## config.mk

```make
export PLATFORM = sky130hd
export DESIGN_NAME = stms_ctrl
export DESIGN_NICKNAME = d
export VERILOG_FILES = /design/src/design/session_table_mark_sweep_top_macros.svh /design/src/design/stms_pkg.sv /design/src/design/stms_ctrl.sv
export SDC_FILE = /design/constraint.sdc
export NUM_CORES = 1
export LEC_CHECK = 0
export ABC_AREA = 1
export BUFFER_PORTS_ARGS = -buffer_cell sky130_fd_sc_hd__buf_2
export CAP_MARGIN = 25
export CORE_MARGIN = 5
export CORE_UTILIZATION = 40
export DETAILED_ROUTE_END_ITERATION = 12
export PLACE_DENSITY = 0.67
export SLEW_MARGIN = 20
export SYNTH_ARGS = -nofsm -noshare
export SYNTH_HDL_FRONTEND = slang
export SYNTH_SLANG_ARGS = --single-unit
```

## constraint.sdc

```tcl
create_clock -name aclk -period 6.1 [get_ports aclk]
set_clock_uncertainty 0.15 [all_clocks]
set_input_delay 0.61 -clock aclk [delete_from_list [all_inputs] [get_ports aclk]]
set_output_delay 0.61 -clock aclk [all_outputs]
set_load 0.02 [all_outputs]
```

## src/design/session_table_mark_sweep_top_macros.svh

```systemverilog
// ---------------------------------------------------------------------------
// Session table assertion macros
// Shared concurrent assertion forms, clocked on aclk, quiet during reset.
// ---------------------------------------------------------------------------
`ifndef SESSION_TABLE_MARK_SWEEP_TOP_MACROS_SVH
`define SESSION_TABLE_MARK_SWEEP_TOP_MACROS_SVH

// Same-cycle implication
`define STMS_ASSERT_IMP(lbl, ante, cons, msg) \
    lbl: assert property (@(posedge aclk) disable iff (!aresetn) (ante) |-> (cons)) \
        else $error(msg);

// Next-cycle implication
`define STMS_ASSERT_NXT(lbl, ante, cons, msg) \
    lbl: assert property (@(posedge aclk) disable iff (!aresetn) (ante) |=> (cons)) \
        else $error(msg);

`endif

```

## src/design/stms_pkg.sv

```systemverilog
// ---------------------------------------------------------------------------
// Session table package
// Sizes, codes and the structs passed between the controller and the cells.
// ---------------------------------------------------------------------------
package stms_pkg;

    localparam int TABLE_DEPTH = 64;
    localparam int IDX_W       = (TABLE_DEPTH > 1) ? $clog2(TABLE_DEPTH) : 1;

    localparam int CMD_W  = 3;
    localparam int KEY_W  = 32;
    localparam int MAC_W  = 48;
    localparam int RC_W   = 2;
    localparam int SLOT_W = 6;

    localparam int IN_BITS    = CMD_W + KEY_W + MAC_W;
    localparam int IN_DATA_W  = ((IN_BITS + 7) / 8) * 8;
    localparam int OUT_BITS   = RC_W + SLOT_W + 1 + MAC_W;
    localparam int OUT_DATA_W = ((OUT_BITS + 7) / 8) * 8;
    localparam int OUT_PAD_W  = OUT_DATA_W - OUT_BITS;

    typedef logic [IDX_W-1:0]  idx_t;
    typedef logic [SLOT_W-1:0] slot_t;

    typedef enum logic [CMD_W-1:0] {
        CMD_FIND        = 3'd0,
        CMD_ADD         = 3'd1,
        CMD_REMOVE      = 3'd2,
        CMD_CLEAR_MARKS = 3'd3,
        CMD_MARK        = 3'd4,
        CMD_SWEEP       = 3'd5
    } cmd_t;

    typedef enum logic [RC_W-1:0] {
        RC_OK        = 2'd0,
        RC_NOT_FOUND = 2'd1,
        RC_FULL      = 2'd2
    } rc_t;

    typedef enum logic [1:0] {
        S_IDLE,
        S_SCAN,
        S_DONE
    } state_t;

    // Command broadcast to every cell while a scan runs
    typedef struct packed {
        cmd_t             cmd;
        logic [KEY_W-1:0] key;
    } bcast_t;

    // Slot write at the end of an add
    typedef struct packed {
        logic             wr_en;
        idx_t             wr_slot;
        logic [KEY_W-1:0] wr_key;
        logic [MAC_W-1:0] wr_mac;
    } write_t;

    // Scan token handed from cell to cell
    typedef struct packed {
        logic             active;
        logic             found;
        idx_t             hit_slot;
        logic [MAC_W-1:0] hit_mac;
        logic             free_found;
        idx_t             free_slot;
    } token_t;

endpackage

```

## src/design/stms_ctrl.sv

```systemverilog
// ---------------------------------------------------------------------------
// Session table controller
// Takes command words, launches the scan token, forms and holds result words.
// ---------------------------------------------------------------------------
module stms_ctrl (
    input  logic                            aclk,
    input  logic                            aresetn,
    input  logic                            s_tvalid,
    output logic                            s_tready,
    input  logic [stms_pkg::IN_DATA_W-1:0]  s_tdata,
    output logic                            m_tvalid,
    input  logic                            m_tready,
    output logic [stms_pkg::OUT_DATA_W-1:0] m_tdata,
    output stms_pkg::bcast_t                bcast,
    output stms_pkg::write_t                wr,
    output stms_pkg::token_t                start_tok,
    input  stms_pkg::token_t                last_tok
);

    localparam int KEY_LO = stms_pkg::CMD_W;
    localparam int MAC_LO = stms_pkg::CMD_W + stms_pkg::KEY_W;

    stms_pkg::state_t                state_reg, state_next;
    stms_pkg::cmd_t                  cmd_reg;
    logic [stms_pkg::KEY_W-1:0]      key_reg;
    logic [stms_pkg::MAC_W-1:0]      mac_reg;
    logic                            start_reg;
    stms_pkg::rc_t                   rc_reg, rc_next;
    stms_pkg::slot_t                 slot_reg, slot_next;
    logic                            present_reg, present_next;
    logic [stms_pkg::MAC_W-1:0]      rmac_reg, rmac_next;
    logic                            m_tvalid_reg;
    logic [stms_pkg::OUT_DATA_W-1:0] m_tdata_reg;
    logic                            accept;
    logic                            scan_end;
    logic                            out_free;
    logic                            out_load;
    logic                            commit;

    // Next state
    always_comb begin
        state_next = state_reg;
        case (state_reg)
            stms_pkg::S_IDLE: if (s_tvalid) state_next = stms_pkg::S_SCAN;
            stms_pkg::S_SCAN: if (last_tok.active) state_next = stms_pkg::S_DONE;
            stms_pkg::S_DONE: if (out_free) state_next = stms_pkg::S_IDLE;
            default:          state_next = stms_pkg::S_IDLE;
        endcase
    end

    // Handshake and strobes
    always_comb begin
        s_tready = (state_reg == stms_pkg::S_IDLE);
        accept   = s_tvalid && s_tready;
        scan_end = (state_reg == stms_pkg::S_SCAN) && last_tok.active;
        out_free = !m_tvalid_reg || m_tready;
        out_load = (state_reg == stms_pkg::S_DONE) && out_free;
        commit   = scan_end && (cmd_reg == stms_pkg::CMD_ADD) &&
                   !last_tok.found && last_tok.free_found;
    end

    // Result fields from the finished token
    always_comb begin
        rc_next      = stms_pkg::RC_OK;
        slot_next    = '0;
        present_next = 1'b0;
        rmac_next    = '0;
        case (cmd_reg)
            stms_pkg::CMD_FIND,
            stms_pkg::CMD_REMOVE,
            stms_pkg::CMD_MARK: begin
                if (last_tok.found) begin
                    slot_next = stms_pkg::slot_t'(last_tok.hit_slot);
                    rmac_next = last_tok.hit_mac;
                end else begin
                    rc_next = stms_pkg::RC_NOT_FOUND;
                end
            end
            stms_pkg::CMD_ADD: begin
                if (last_tok.found) begin
                    slot_next    = stms_pkg::slot_t'(last_tok.hit_slot);
                    rmac_next    = last_tok.hit_mac;
                    present_next = 1'b1;
                end else if (last_tok.free_found) begin
                    slot_next = stms_pkg::slot_t'(last_tok.free_slot);
                    rmac_next = mac_reg;
                end else begin
                    rc_next = stms_pkg::RC_FULL;
                end
            end
            default: begin
                rc_next = stms_pkg::RC_OK;
            end
        endcase
    end

    // Control registers
    always_ff @(posedge aclk) begin
        if (!aresetn) begin
            state_reg    <= stms_pkg::S_IDLE;
            start_reg    <= 1'b0;
            m_tvalid_reg <= 1'b0;
        end else begin
            state_reg <= state_next;
            start_reg <= accept;
            if (out_load) begin
                m_tvalid_reg <= 1'b1;
            end else if (m_tready) begin
                m_tvalid_reg <= 1'b0;
            end
        end
    end

    // Capture the command word
    always_ff @(posedge aclk) begin
        if (accept) begin
            cmd_reg <= stms_pkg::cmd_t'(s_tdata[stms_pkg::CMD_W-1:0]);
            key_reg <= s_tdata[KEY_LO +: stms_pkg::KEY_W];
            mac_reg <= s_tdata[MAC_LO +: stms_pkg::MAC_W];
        end
    end

    // Hold the result until the output register is free
    always_ff @(posedge aclk) begin
        if (scan_end) begin
            rc_reg      <= rc_next;
            slot_reg    <= slot_next;
            present_reg <= present_next;
            rmac_reg    <= rmac_next;
        end
        if (out_load) begin
            m_tdata_reg <= {{stms_pkg::OUT_PAD_W{1'b0}}, rmac_reg, present_reg,
                            slot_reg, rc_reg};
        end
    end

    // Drive the cell row
    always_comb begin
        bcast.cmd            = cmd_reg;
        bcast.key            = key_reg;
        wr.wr_en             = commit;
        wr.wr_slot           = last_tok.free_slot;
        wr.wr_key            = key_reg;
        wr.wr_mac            = mac_reg;
        start_tok.active     = start_reg;
        start_tok.found      = 1'b0;
        start_tok.hit_slot   = '0;
        start_tok.hit_mac    = '0;
        start_tok.free_found = 1'b0;
        start_tok.free_slot  = '0;
    end

    assign m_tvalid = m_tvalid_reg;
    assign m_tdata  = m_tdata_reg;

endmodule
```

Word level (Yosys, flattened, before mapping) --
Cells that the tools add are included. W data, S select, Z words.
Word-level totals: register bits after elaboration 201, bits of input ports 155, output and inout port bits 251, logic and storage cells 52
Operators by class: eq/ne operators 8, mux-type cells 19, reduce and logical (&&, ||, !) cells 14
Operator list (count):
- $mux W48 | 3
- $pmux W48 S2 | 1
- $mux W6 | 3
- $pmux W6 S2 | 1
- $mux W2 | 5
- $logic_and A1 B1 Y1 | 6
- $ne A2 B2 Y1 const B | 3
- $pmux W2 S3 | 1
- $mux W1 | 4
- $pmux W2 S2 | 1
- $eq A3 B1 Y1 const B | 1
- $eq A3 B2 Y1 const B | 1
- $eq A3 B3 Y1 const B | 1
- $logic_not A3 Y1 | 1
- $reduce_and A3 Y1 | 1
- $reduce_or A3 Y1 | 1
- $eq A2 B1 Y1 const B | 1
- $eq A2 B2 Y1 const B | 1
- $logic_not A1 Y1 | 2
- $logic_not A2 Y1 | 1
- $reduce_bool A2 Y1 | 1
- $logic_or A1 B1 Y1 | 1

Longest topological paths before layout --
word-level depth 5, depth in mapped cells 7, depth with buffers taken out 5

Worst setup path after synthesis --
No wires, ideal clock.
kind input port to flip-flop, start point in m_tready, end point reg m_tdata_reg, in the netlist m_tdata[0], enable pin, library setup time 0.542 ns, arrival 4.538 ns, required time 5.408 ns, setup slack 0.870 ns, stages 2, cells stage by stage nor2_1 > nor3_1
Between the ends: word-level cells in the longest chain between the ends 2
Ends and longest elaborated chain:
- start: declaration | RTL line stms_ctrl.sv:12 | input logic m_tready,
- $logic_or A1 B1 Y1 | RTL line stms_ctrl.sv:56 | out_free = !m_tvalid_reg || m_tready;
- $logic_and A1 B1 Y1 | RTL line stms_ctrl.sv:57 | out_load = (state_reg == stms_pkg::S_DONE) && out_free;
- named net out_load | RTL line stms_ctrl.sv:37 | logic out_load;
- end signal: assignment | RTL line stms_ctrl.sv:132 | m_tdata_reg <= {{stms_pkg::OUT_PAD_W{1'b0}}, rmac_reg, present_reg,
- end: declaration | RTL line stms_ctrl.sv:33 | logic [stms_pkg::OUT_DATA_W-1:0] m_tdata_reg;
The timed path passes the listed nets, and every way through them passes these cells. A chain may end at the register's enable or synchronous reset.

==> results by stage <==
Detailed routing:
- The DRC violation count after routing is 0.
- After detailed routing, the total wire length is 22,900 um.
- The first routing iteration left 404 violations.
- The routed wire length per instance is 17.9 um.
- The count of vias placed by the detailed router is between 5,000 and 6,000.
- The pre-antenna-repair detailed-routing pass consisted of 7 iterations.
- The count of nets left with antenna violations once routing finished came out at 0.
- In the routed layout, each cell is associated on average with a via count of between 4 and 5.

Clock tree:
- TritonCTS built the clock tree.
- The buffer cell driving the clock tree root is clkbuf_16.
- The post-CTS resize count is 0.
- The number of setup buffers added after CTS is 0.
- The clock latency reported for the late side of the worst-skew pair is 510 ps.
- The number of sinks driven by the clock tree is about 200.
- The number of H-tree levels is 1.
- The TritonCTS buffer count is 23.
- The hold buffer count at cts is 0.
- No sink is reached through more buffers than the 3 on the longest clock path.
- Clock-pin slew was measured on the worst setup and hold paths at approximately 70 ps.

Die:
- From left edge to right edge, the die measures 157 um.
- The die outline height is ~160 um.
- The initialized floorplan defines 53 standard-cell rows.
- The I/O pin count is about 400.
- In this run the standard cell core region covers 21,200 um2.
- Once the floorplan was initialized, standard cells occupied ~40% of the core.
- The die outline area is between 20,000 and 25,000 um2.

STA:
- The final worst-path setup slack is 2910 ps.
- Setup violations remaining at the end of the flow were counted as 0.
- The clock period minus final worst setup slack is about 3200 ps.
- The final period utilization is between 50% and 60%.
- The count of endpoints failing hold in the final timing report was 0.
- At the pin with the least slew margin, the transition time is approximately 970 ps.
- The maximum clock frequency is roughly 310 MHz.
- The count of final max-slew check failures is 0.
- The headroom to the max-slew limit is a little over a third.
- Setup repair after global routing left no endpoint under its margin.
- The total negative slack is 0 ps.

Cells and area:
- Leaving out fill and tap cells, the most frequent cell in the layout is buf_2.
- Leaving out fill and tap cells, the most frequent cells in the layout are buf_2, nand2_1, edfxtp_1.
- The flip-flop count of the largest register, all copies and words added is 57.
- The area added between synthesis and finish is 23.5%.
- The post-route netlist has between 30% and 40% of its cells at a drive strength greater than 1.
- The fill cell instance count of the final layout is between 1,500 and 2,000.
- At the end of the flow, the number of nets in the layout was around 1,100.

Place:
- Input and output buffers added on the ports amount to ~330.
- The congestion estimate from routability-driven global placement came to between 0.8 and 0.9.
- The sum of net half-perimeters after detailed placement is about 16,000 um.
- The worst setup timing slack at the placement stage is 2680 ps.

Power:
- The static leakage is 4.77 nW.
- The power consumption is 3.34 mW.
- The worst supply voltage drop on vdd is about 240 uV.
- The ratio of total power to cell area is approximately 310 nW/um2.

Global routing:
- The total overflow left after global routing is 0.
- Global routing used between 10% and 20% of the available tracks across all layers.
- The initial antenna violation count is 1.
- The first global-routing pass estimated approximately 33,000 um of wire.
- Entering global routing, the biggest net connects roughly 110 pins.
- The number of global-route vias before repair is 5,672.

Logic synthesis:
- The combined area of all synthesized cells is 8620 um2.
- The flip-flop and latch count after synthesis is about 200.
- The number of cells produced by synthesis is 703.
- The fraction of the yosys area taken by sequential cells is 69.6%.
- The number of unique standard cell types used by synthesis is 17.
- The Yosys warning count is 0.
- Averaged over all synthesized cells, the footprint is between 10 and 15 um2.

Setup path:
- The required arrival time at the worst endpoint is between 5000 and 6000 ps.
- In this run the critical register-to-register path is captured at mac_reg[28].
- The type of element launching the critical path is an input port.
- For the worst setup path, the data arrival time is roughly 2400 ps.
- The worst setup path is captured at a primary output.
- The internal reg-to-reg setup slack is slightly below 4000 ps.
- Along the worst path, the maximum fanout reaches 56.
- Counting cells, the worst reg-to-reg path comes to 4.
- The critical path in this run is classified as in2out.
- In this run the critical register-to-register path is launched from state_reg[0].

Worst hold path:
- The worst hold path belongs to the class in2reg.
- For hold timing, the worst endpoint is mac_reg[7].
- The hold path startpoint is s_tdata[42].
- Counting instances, the worst hold path has a depth of 1.

Flow run:
- Across the run, the number of max-cap violations was 0.

Status:
- The run finished with clean final reports.
==> per-stage QoR <==
step / area (um2) / instances / utilization [%] / hold WS [ps]
after floorplan: 8880 / 771 / - / 250
after global placement: 9840 / 1233 / 46.5 / 251
after detailed placement: 9850 / 1233 / 46.5 / 255
after CTS: 10600 / 1275 / 50.1 / 85.7
after global routing: 10600 / 1278 / 50.3 / 93.3
final: 10600 / 1278 / 50.3 / 113
==> area by class of cell <==
class / instances / area, um2 / area share [%]
antenna: 1 / 2.50 / 0.0235
clock buffer: 27 / 601 / 5.64
clock inverter: 15 / 153 / 1.43
inverter: 8 / 33.8 / 0.317
multi-input combinational: 414 / 1790 / 16.8
sequential: 201 / 6000 / 56.3
tap: 275 / 344 / 3.23
timing repair buffer: 337 / 1730 / 16.2
==> cell families after synthesis <==
kind of cell,after synthesis,synth area share (%)
simple gates,342,17.4
other cells,1,0.0435
buf+inv,156,12.8
compound gates,3,0.203
flops,201,69.6
==> how the worst max path moves through the flow <==
stage | from | end | slack (ps) | cells past startpoint
final | last_tok[61] | wr[86] | 2910 | 5
after global routing | last_tok[61] | wr[86] | 2790 | 5
after CTS | last_tok[61] | wr[86] | 2680 | 5
after detailed placement | last_tok[61] | wr[86] | 2680 | 5
after global placement | last_tok[61] | wr[86] | 2760 | 5
after floorplan | m_tready | m_tdata[0] | 870 | 2
==> report_power, final <==
part	internal (mW)	switching (mW)	leakage [nW]	total, mW
Combinational	0.102	0.261	2.54	0.363
Clock	0.799	0.558	0.364	1.36
Sequential	1.59	0.0283	1.87	1.62
Total	2.49	0.847	4.77	3.34
==> layer usage <==
layer	global-route usage [%]	part of all wire, %	vias to the layer above
met5	0	0	-
met4	7.40	4.4	0
li1	-	-	2844
met2	30.2	50	328
met3	4.07	8.8	50
met1	21.1	36	2773
==> worst max-delay path: stages <==
cell	delay (ps)
buf_4	400
clkinv_2	880
nand2_1	260
nor3_1	80
buf_2	160
==> synth_stat cells, drive strengths merged <==
master | instances | share of area, %
edfxtp | 197 | 69
o21a | 1 | 0.087
conb | 1 | 0.043
nand3b | 1 | 0.087
nor3 | 3 | 0.17
inv | 8 | 0.35
nand2 | 222 | 9.7
a21oi | 2 | 0.12
dfxtp | 4 | 0.93
nand4 | 54 | 3.9
nor2 | 7 | 0.30
buf | 148 | 12
nand3 | 55 | 3.2
Note: power is estimated with default switching activity, not from simulation.
