`src/design/session_table_mark_sweep_top_macros.svh`:
```
// ---------------------------------------------------------------------------
// Session table assertion macros
// Shared concurrent assertion forms, clocked on aclk, quiet during reset.
// ---------------------------------------------------------------------------
`ifndef SESSION_TABLE_MARK_SWEEP_TOP_MACROS_SVH
`define SESSION_TABLE_MARK_SWEEP_TOP_MACROS_SVH

// Same-cycle implication
`define STMS_ASSERT_IMP(lbl, ante, cons, msg) \
    lbl: assert property (@(posedge aclk) disable iff (!aresetn) (ante) |-> (cons)) \
        else $error(msg);

// Next-cycle implication
`define STMS_ASSERT_NXT(lbl, ante, cons, msg) \
    lbl: assert property (@(posedge aclk) disable iff (!aresetn) (ante) |=> (cons)) \
        else $error(msg);

`endif

```
`src/design/stms_pkg.sv`:
```
// ---------------------------------------------------------------------------
// Session table package
// Sizes, codes and the structs passed between the controller and the cells.
// ---------------------------------------------------------------------------
package stms_pkg;

    localparam int TABLE_DEPTH = 64;
    localparam int IDX_W       = (TABLE_DEPTH > 1) ? $clog2(TABLE_DEPTH) : 1;

    localparam int CMD_W  = 3;
    localparam int KEY_W  = 32;
    localparam int MAC_W  = 48;
    localparam int RC_W   = 2;
    localparam int SLOT_W = 6;

    localparam int IN_BITS    = CMD_W + KEY_W + MAC_W;
    localparam int IN_DATA_W  = ((IN_BITS + 7) / 8) * 8;
    localparam int OUT_BITS   = RC_W + SLOT_W + 1 + MAC_W;
    localparam int OUT_DATA_W = ((OUT_BITS + 7) / 8) * 8;
    localparam int OUT_PAD_W  = OUT_DATA_W - OUT_BITS;

    typedef logic [IDX_W-1:0]  idx_t;
    typedef logic [SLOT_W-1:0] slot_t;

    typedef enum logic [CMD_W-1:0] {
        CMD_FIND        = 3'd0,
        CMD_ADD         = 3'd1,
        CMD_REMOVE      = 3'd2,
        CMD_CLEAR_MARKS = 3'd3,
        CMD_MARK        = 3'd4,
        CMD_SWEEP       = 3'd5
    } cmd_t;

    typedef enum logic [RC_W-1:0] {
        RC_OK        = 2'd0,
        RC_NOT_FOUND = 2'd1,
        RC_FULL      = 2'd2
    } rc_t;

    typedef enum logic [1:0] {
        S_IDLE,
        S_SCAN,
        S_DONE
    } state_t;

    // Command broadcast to every cell while a scan runs
    typedef struct packed {
        cmd_t             cmd;
        logic [KEY_W-1:0] key;
    } bcast_t;

    // Slot write at the end of an add
    typedef struct packed {
        logic             wr_en;
        idx_t             wr_slot;
        logic [KEY_W-1:0] wr_key;
        logic [MAC_W-1:0] wr_mac;
    } write_t;

    // Scan token handed from cell to cell
    typedef struct packed {
        logic             active;
        logic             found;
        idx_t             hit_slot;
        logic [MAC_W-1:0] hit_mac;
        logic             free_found;
        idx_t             free_slot;
    } token_t;

endpackage

```
`src/design/stms_cell.sv`:
```
// ---------------------------------------------------------------------------
// Session table cell
// One slot: key, MAC, valid and visited bits, plus one stage of the scan token.
// ---------------------------------------------------------------------------
module stms_cell (
    input  logic              aclk,
    input  logic              aresetn,
    input  stms_pkg::idx_t    cell_index,
    input  stms_pkg::bcast_t  bcast,
    input  stms_pkg::write_t  wr,
    input  stms_pkg::token_t  tok_in,
    output stms_pkg::token_t  tok_out
);

    logic                       valid_reg, valid_next;
    logic                       visited_reg, visited_next;
    logic [stms_pkg::KEY_W-1:0] key_reg, key_next;
    logic [stms_pkg::MAC_W-1:0] mac_reg, mac_next;
    stms_pkg::token_t           tok_reg, tok_next;
    logic                       lookup_cmd;
    logic                       hit;
    logic                       wr_here;

    // Classify the broadcast command and test this slot
    always_comb begin
        case (bcast.cmd)
            stms_pkg::CMD_FIND,
            stms_pkg::CMD_ADD,
            stms_pkg::CMD_REMOVE,
            stms_pkg::CMD_MARK: lookup_cmd = 1'b1;
            default:            lookup_cmd = 1'b0;
        endcase
        hit     = tok_in.active && lookup_cmd && valid_reg &&
                  (key_reg == bcast.key) && !tok_in.found;
        wr_here = wr.wr_en && (wr.wr_slot == cell_index);
    end

    // Update the token as it passes: first hit and first free slot
    always_comb begin
        tok_next = tok_in;
        if (hit) begin
            tok_next.found    = 1'b1;
            tok_next.hit_slot = cell_index;
            tok_next.hit_mac  = mac_reg;
        end
        if (tok_in.active && !valid_reg && !tok_in.free_found) begin
            tok_next.free_found = 1'b1;
            tok_next.free_slot  = cell_index;
        end
    end

    // Apply the command to this slot, then any end-of-add write
    always_comb begin
        valid_next   = valid_reg;
        visited_next = visited_reg;
        key_next     = key_reg;
        mac_next     = mac_reg;
        if (tok_in.active) begin
            case (bcast.cmd)
                stms_pkg::CMD_REMOVE: begin
                    if (hit) begin
                        valid_next   = 1'b0;
                        visited_next = 1'b0;
                    end
                end
                stms_pkg::CMD_MARK: begin
                    if (hit) begin
                        visited_next = 1'b1;
                    end
                end
                stms_pkg::CMD_CLEAR_MARKS: begin
                    visited_next = 1'b0;
                end
                stms_pkg::CMD_SWEEP: begin
                    if (valid_reg && !visited_reg) begin
                        valid_next   = 1'b0;
                        visited_next = 1'b0;
                    end
                end
                default: begin
                    valid_next = valid_reg;
                end
            endcase
        end
        if (wr_here) begin
            valid_next   = 1'b1;
            visited_next = 1'b0;
            key_next     = wr.wr_key;
            mac_next     = wr.wr_mac;
        end
    end

    // Control bits: cleared at reset
    always_ff @(posedge aclk) begin
        if (!aresetn) begin
            valid_reg      <= 1'b0;
            visited_reg    <= 1'b0;
            tok_reg.active <= 1'b0;
        end else begin
            valid_reg      <= valid_next;
            visited_reg    <= visited_next;
            tok_reg.active <= tok_next.active;
        end
    end

    // Slot contents and token payload
    always_ff @(posedge aclk) begin
        key_reg            <= key_next;
        mac_reg            <= mac_next;
        tok_reg.found      <= tok_next.found;
        tok_reg.hit_slot   <= tok_next.hit_slot;
        tok_reg.hit_mac    <= tok_next.hit_mac;
        tok_reg.free_found <= tok_next.free_found;
        tok_reg.free_slot  <= tok_next.free_slot;
    end

    assign tok_out = tok_reg;

endmodule

```
`config.mk`:
```
export PLATFORM = sky130hd
export DESIGN_NAME = stms_cell
export DESIGN_NICKNAME = d
export VERILOG_FILES = /design/src/design/session_table_mark_sweep_top_macros.svh /design/src/design/stms_pkg.sv /design/src/design/stms_cell.sv
export SDC_FILE = /design/constraint.sdc
export NUM_CORES = 1
export LEC_CHECK = 0
export BUFFER_PORTS_ARGS = -buffer_cell sky130_fd_sc_hd__clkbuf_2
export CAP_MARGIN = 40
export CORE_ASPECT_RATIO = 0.9
export CORE_MARGIN = 1
export CORE_UTILIZATION = 41
export DETAILED_ROUTE_END_ITERATION = 8
export HOLD_SLACK_MARGIN = 0.03
export PLACE_DENSITY = 0.76
export SYNTH_ARGS = -nofsm -noshare
export SYNTH_HDL_FRONTEND = slang
export SYNTH_SLANG_ARGS = --single-unit
```
`constraint.sdc`:
```
create_clock -name aclk -period 9.9 [get_ports aclk]
set_clock_uncertainty 0.2 [all_clocks]
set_input_delay 0.495 -clock aclk [delete_from_list [all_inputs] [get_ports aclk]]
set_output_delay 0.495 -clock aclk [all_outputs]
set_load 0.01 [all_outputs]
```
== After elaboration in Yosys (flattened, before gate mapping) ==
Cells that the tools add are included.
Operators by class
  equal/unequal tests: 12
  muxes and demuxes: 10
  bitwise logic cells: 1
  reduce and logical (&&, ||, !) cells: 20
Operator list (count)
  54-bit two-way mux: 1
  32-bit equality test: 1
  1-bit logical AND: 8
  3-bit by 2-bit equality test with 1-bit output, second input constant: 2
  3-bit equality test, second input constant: 2
  6-bit equality test: 1
  1-bit two-way mux: 6
  6-bit two-way mux: 1
  2-bit inequality test, second input constant: 3
  3-bit inequality test, second input constant: 2
  5-bit AND reduction: 1
  1-bit logical NOT: 4
  1-bit case mux with 4 select lines: 1
  4-bit AND reduction: 1
  4-bit nonzero test: 1
  4-bit OR reduction: 1
  3-bit by 1-bit equality test with 1-bit output, second input constant: 1
  3-bit logical NOT: 1
  3-bit nonzero test: 1
  1-bit case mux with 2 select lines: 1
  2-bit nonzero test: 1
  2-bit OR reduction: 1
  1-bit inverter: 1
Word-level totals
  register bits: 145
  input port bits: 193

== Longest topological paths before layout ==
Gate-level depths: netlist of run 1.
  word-level depth: 11
  depth in mapped cells: 7
  mapped depth without buffers: 5

== Least setup slack after synthesis of run 1 ==
No wires, ideal clock.
  path type: input port to flip-flop
  from: input cell_index[3]
  to: register key_reg[0] (netlist bit) (enable)
  setup time: 0.720 ns
  arrival time: 8.450 ns
  data required time: 8.980 ns
  path slack: 0.529 ns
  cell stages on the path: 2
  buffers on the path: 0
  cell sequence: xor2_1 -> nor4_1
On the way
  cells in the longest elaborated chain, start to end: 2
Ends and longest elaborated chain
  from (decl): line stms_cell.sv:8  | input stms_pkg::idx_t cell_index,
  6-bit equality test: line stms_cell.sv:35  | wr_here = wr.wr_en && (wr.wr_slot == cell_index);
  1-bit logical AND: line stms_cell.sv:35
  to (signal assigned): line stms_cell.sv:108  | key_reg <= key_next;
  to (decl): line stms_cell.sv:17  | logic [stms_pkg::KEY_W-1:0] key_reg, key_next;
No other way between the ends.
A chain may end at the register's enable or synchronous reset.

==> results.toml, run 1 <==
[cts]
cts.clk_slew.worst_paths_ns = 0.06
cts_tree = "yes"
h-tree-depth = 4
cts_resized = 0
clock_latency_ns = 0.41
cts.sinks = 145
cts_post_setup_buffers_inserted = 0
numCtsBuffers = 17
cts.path.max_buffers = 2
hold_buffers = 0
root_buffer = "clkbuf_16"

[cells_and_area]
largest_register_ffs = 63
drive_gt1_share_pct = 59.8
regArea_sq_um = 3700
final_util_pct = 59.5
area_growth_pct = 41.7
num-nets-final = 767
diodes = 0
multi_input_comb_area_sq_um = 1320
num-fill-cells = 945

[sta]
rsz0062_at_grt = "false"
tns_ns = 0
fin_ws_ns = 7.55
period_needed_ns = 2.35
period_share_pct = 23.7
tightest_slew_ns = 0.752
slew_violations = 0
hold_violations = 0
fmaxAchievable_ghz = 0.426
slew_headroom_pct = 49.8
setup_viol = 0

[global_route]
grt_usage_pct = 18.8
grt_first_pass_wirelength_microns = 17700
grt_max_degree = 56
grt-ovfl-total = 0
first_global_vias = 3817
antenna_found_initial = 0

[critical_path]
cp_num_buf_inv = 1
worstSetupEndpointType = "register"
max_stage_delay_ns = 0.38
path_delay_family = "simple AND/OR/NAND/NOR gates"
worstPathRequired_ns = 10.00
crit_chain = "xnor2_1, nand4_1, or3_1, nand3b_1, buf_4, mux2_2"
crit_fanout = 55
arrival_ns = 2.45
crit_type = "register to register"
worst_path_max_delay_cell = "edfxtp_1"
worstSetupStartpointType = "register"

[yosys]
syn_area_sq_um = 5050
synth_largest_area_cell = "edfxtp_1"
synth_warnings = 0
synth-seq-cells = 145
syn-num-nets = 495
synth_top_area_share_pct = 47.5
synthCells = 302
synth.area.top_cells = "edfxtp_1, dfxtp_1, mux2_2"
synthDistinctLibCells = 25
avgSynthCellArea_sq_um = 16.7
ys_seq_area_share_pct = 73.3

[floorplanning]
die_area_sq_um = 12800
start_util_pct = 42.0
die_x_microns = 119
pin_count = 256
design.core.area_sq_um = 12000
rows = 38
fp.dieH_microns = 107

[power]
p_leak_nw = 3.05
peakVddDrop_v = 0.000141
p_per_area_nw_per_um2 = 194

[detailed_routing]
ant_nets = 0
viasPerCell = 4.68
drt-total-wl_microns = 11500
drtIter0Drc = 139
drc = 0
drtPass1Iterations = 4
vias = 3494
wire_per_inst_microns = 15.4

[min_path]
min-delay-path-class = "primary input to register"

[placement]
io_buffers = 255
place_ws_ns = 7.33
hpwl_microns = 8770
place.gp.congestion = 0.839

[run]
max_cap_viol_count = 0

[status]
status = "complete, no violations"
## routing by layer
layer | part of all wire, % | vias up | track usage, %
li1 | - | 1671 | -
met1 | 38 | 1633 | 19.9
met2 | 52 | 165 | 33.1
met3 | 7.2 | 25 | 6.62
met4 | 2.8 | 0 | 10.1
met5 | 0 | - | 0
## worst reg2reg max path: cells and delay by family (launching register included)
family                 cells  cell delay (ns)
multiplexers               1             0.45
flip-flops                 1             0.38
AND/OR/NAND/NOR            3             0.63
buffers and inverters      1             0.33
XOR/XNOR                   1             0.25
## power by group
| group | switching [W] | internal (W) | total [W] | leakage, nW |
|---|---|---|---|---|
| Sequential | 0.00000545 | 0.000653 | 0.000659 | 1.27 |
| Clock | 0.000240 | 0.000399 | 0.000639 | 0.289 |
| Combinational | 0.0000405 | 0.0000542 | 0.0000947 | 1.49 |
## path summary, 6_finish.rpt
check / depth (start not counted) / slack (ns) / endpoint / startpoint
hold / removal: 1 / 0.05 / mac_reg[32] / wr[32]
hold reg to reg: 1 / 0.27 / tok_out[11] / mac_reg[4]
setup reg to reg: 6 / 7.55 / tok_out[38] / key_reg[24]
setup / recovery: 6 / 7.55 / tok_out[38] / key_reg[24]
## layout by cell type, fill, tap and decap left out, drive strengths merged, types with 4 or more instances in the layout
master    n
nand4    15
xnor2    35
nand2     7
dfxtp    65
nor3      5
buf       4
clkbuf  275
clkinv    5
edfxtp   80
mux2     60
## cells in the mapped netlist
cell      instances
or2_2             1
xor2_1            3
o31ai_1           1
nand4b_1          1
inv_1             1
mux2_2           60
or3_1             2
buf_2             6
nand3b_1          3
nand2b_1          1
o21ai_0           3
or4_1             2
dfxtp_1          65
a31oi_1           2
xnor2_1          35
nor4_1            3
nand4_1          15
edfxtp_1         80
a21o_1            1
nor3b_1           1
nand2_1           7
nand3_1           2
o21a_1            1
nor3_1            5
and2_1            1
## final cells by class
class,instances,area share [%]
clock inverter,12,1.78
inverter,1,0.0524
clock buffer,20,6.67
tap,160,2.80
sequential,145,51.7
timing repair buffer,259,18.5
multi-input combinational,150,18.5
## per-stage QoR
stage          power [W]  instances  hold WS, ns  instance area (sq um)
3_5_place_dp    0.000767        715        0.258                   6560
5_1_grt          0.00144        747       0.0336                   7160
6_report         0.00139        747       0.0494                   7160
2_1_floorplan   0.000705        302        0.249                   5050
3_3_place_gp    0.000763        713        0.251                   6520
4_1_cts          0.00141        747       0.0318                   7160
## logic make-up after synthesis
family / after synthesis / synth area share, %
compound gates: 8 / 0.990
buf+inv: 7 / 0.668
simple gates: 44 / 5.12
xor+xnor: 38 / 6.58
flops: 145 / 73.3
mux: 60 / 13.4
(Power assumes the default switching activity.)
==> run 2, diff against run 1 <==
Settings changed: ABC_AREA set to 1, CORE_UTILIZATION 41 to 42.
Clock period 9.9 ns to 2.1 ns, I/O delays scaled along.
==> run 2 against run 1 <==
Setup slack got worse by 7.5 ns. Critical path depth rose by 2. Via count increased by 31%. Count of clock-buffer cells in the layout rose by 2. Critical endpoint is now tok_out[39]. Utilization rose by 13 points. Synthesized cell count grew 31%. Clock power increased to 4.5 times the previous value. Highest routed layer unchanged.
==> results.toml, run 2 <==
[yosys]
synth-seq-cells = 145
synth.area.top_cells = "edfxtp_1, dfxtp_1, mux2_4"
synthDistinctLibCells = 24
synth_largest_area_cell = "edfxtp_1"
synth_warnings = 0
synthFlopType = "edfxtp_1"
syn-num-nets = 589
yosysMostFrequentCell = "edfxtp_1"
synth_top_area_share_pct = 44.0
ys_top_cells_by_count = "edfxtp_1, dfxtp_1, nand2_1, mux2_4, inv_1"
avgSynthCellArea_sq_um = 13.8
ys_seq_area_share_pct = 67.8
synth-edff-count = 80
synthCells = 396
async_reset_ff_share_pct = 0
syn_area_sq_um = 5460

[cells_and_area]
final_area_sq_um = 9180
area_growth_pct = 68.1
diodes = 0
layout.cells.non_filler = 1006
drive_gt1_share_pct = 41.0
layout_common_cells = "clkbuf_2, dlygate4sd3_1, edfxtp_1"
num-fill-cells = 825
multi_input_comb_area_sq_um = 1610
num-nets-final = 1022
largest_register_ffs = 63
regArea_sq_um = 3700
final_common_cell = "clkbuf_2"

[detailed_routing]
wire_per_inst_microns = 16.1
drtIter0Drc = 238
drc = 0
viasPerCell = 4.56
ant_nets = 0
drtPass1Iterations = 5
drt-total-wl_microns = 16200
vias = 4590

[run]
max_cap_viol_count = 0

[floorplanning]
start_util_pct = 43.1
die_area_sq_um = 13500
design.core.area_sq_um = 12700
die_x_microns = 122
pin_count = 256
fp.dieH_microns = 110
rows = 39

[critical_path]
crit_fanout = 38
worstSetupEndpointType = "register"
arrival_ns = 2.14
worstPathRequired_ns = 2.20
crit_type = "register to register"
worstSetupStartpointType = "register"

[placement]
place_area_sq_um = 6980
io_buffers = 255
hpwl_microns = 9350
dp.cells = 813
place.gp.congestion = 0.775

[status]
status = "complete, no violations"

[global_route]
grt_first_pass_wirelength_microns = 23700
grt_usage_pct = 24.2
grt_max_degree = 45
grt-ovfl-total = 0
first_global_vias = 4921
antenna_found_initial = 0

[cts]
numCtsBuffers = 17
h-tree-depth = 4
clock_latency_ns = 0.42
cts.sinks = 145
cts.path.max_buffers = 2
cts_tree = "yes"
cts.clk_slew.worst_paths_ns = 0.06
root_buffer = "clkbuf_16"

[sta]
period_needed_ns = 2.04
hold_violations = 0
period_share_pct = 97.0
setup_viol = 0
rsz0062_at_grt = "true"
slew_violations = 0
slew_headroom_pct = 70.1
fmaxAchievable_ghz = 0.491
tightest_slew_ns = 0.445

[power]
p_per_area_nw_per_um2 = 739
p_leak_nw = 4.32
peakVddDrop_v = 0.000738

[min_path]
min-delay-path-class = "primary input to register"
run 2: cell types whose count changed in the layout (fill, tap and decap cells not counted), sizes merged, moves of 3 or more:
cell,previous run,this run
dlygate4sd3,0,161
nand2,7,65
inv,3,39
nor2,0,24
xnor2,35,13
mux2,60,48
nand4,15,3
o21ai,3,15
xor2,3,14
a21oi,0,5
nand3,2,7
nor4b,0,3
run 2: cells by family after synthesis:
kind of cell,synth area share (%)
buffers and inverters,3.64
flip-flops,67.8
AO/OA/AOI/OAI,2.22
AND/OR/NAND/NOR,8.82
XOR/XNOR,4.33
multiplexers,13.2
run 2: area by class of cell:
cell class,count,area share (%)
clock buffer,22,5.07
tap,164,2.23
multi-input combinational,208,17.5
inverter,36,1.47
timing repair buffer,421,32.3
sequential,145,40.3
clock inverter,10,1.10
run 2: per-layer routing:
metal | part of all wire, % | track usage (%) | vias to the layer above | wire length (microns)
li1 | - | - | 2218 | -
met1 | 36 | 24.0 | 2115 | 5860
met2 | 54 | 45.9 | 212 | 8750
met3 | 6.7 | 7.10 | 45 | 1090
met4 | 3.3 | 11.9 | 0 | 544
met5 | 0 | 0 | - | 0
run 2: worst paths after layout:
check                           slack (ns)  cells past startpoint        start          end
worst max-delay path                  0.06                      8   key_reg[4]  tok_out[39]
worst min-delay path                  0.08                      5    bcast[33]  visited_reg
worst max register to register        0.06                      8   key_reg[4]  tok_out[39]
worst min register to register        0.27                      1  mac_reg[45]  tok_out[52]
run 2: worst max-delay path, cell delays in order, from the launching register on:
cell	delay (ns)
edfxtp_1	0.40
xnor2_1	0.16
nand2_1	0.12
nor2_1	0.13
nand2_1	0.07
nor2_2	0.15
nand3_4	0.11
buf_12	0.21
mux2_4	0.34
run 2: stage by stage:
step           hold slack, ns  utilization (%)  setup slack (ns)  TNS, ns  total power (W)
3_5_place_dp           0.0836             55.0            0.0508        0          0.00368
6_report               0.0830             72.4            0.0632        0          0.00679
2_1_floorplan        -0.00155                -             -1.56  -127.96          0.00338
5_1_grt                 0.173             72.4           -0.0271   -0.347          0.00702
3_3_place_gp           0.0826             55.0            0.0739        0          0.00366
4_1_cts                0.0463             72.2            0.0406        0          0.00679
run 2: what timing repair did:
action                                 4_1_cts  5_1_grt
setup endpoints to repair                    0       50
buffers inserted                             0        0
resized for setup                            0        4
endpoints found under the hold margin      145        0
hold buffers                               161        0
run 2: report_power, final:
| group | switching, W | internal, W |
|---|---|---|
| clock | 0.00117 | 0.00171 |
| combinational | 0.000298 | 0.000482 |
| sequential | 0.0000345 | 0.00309 |
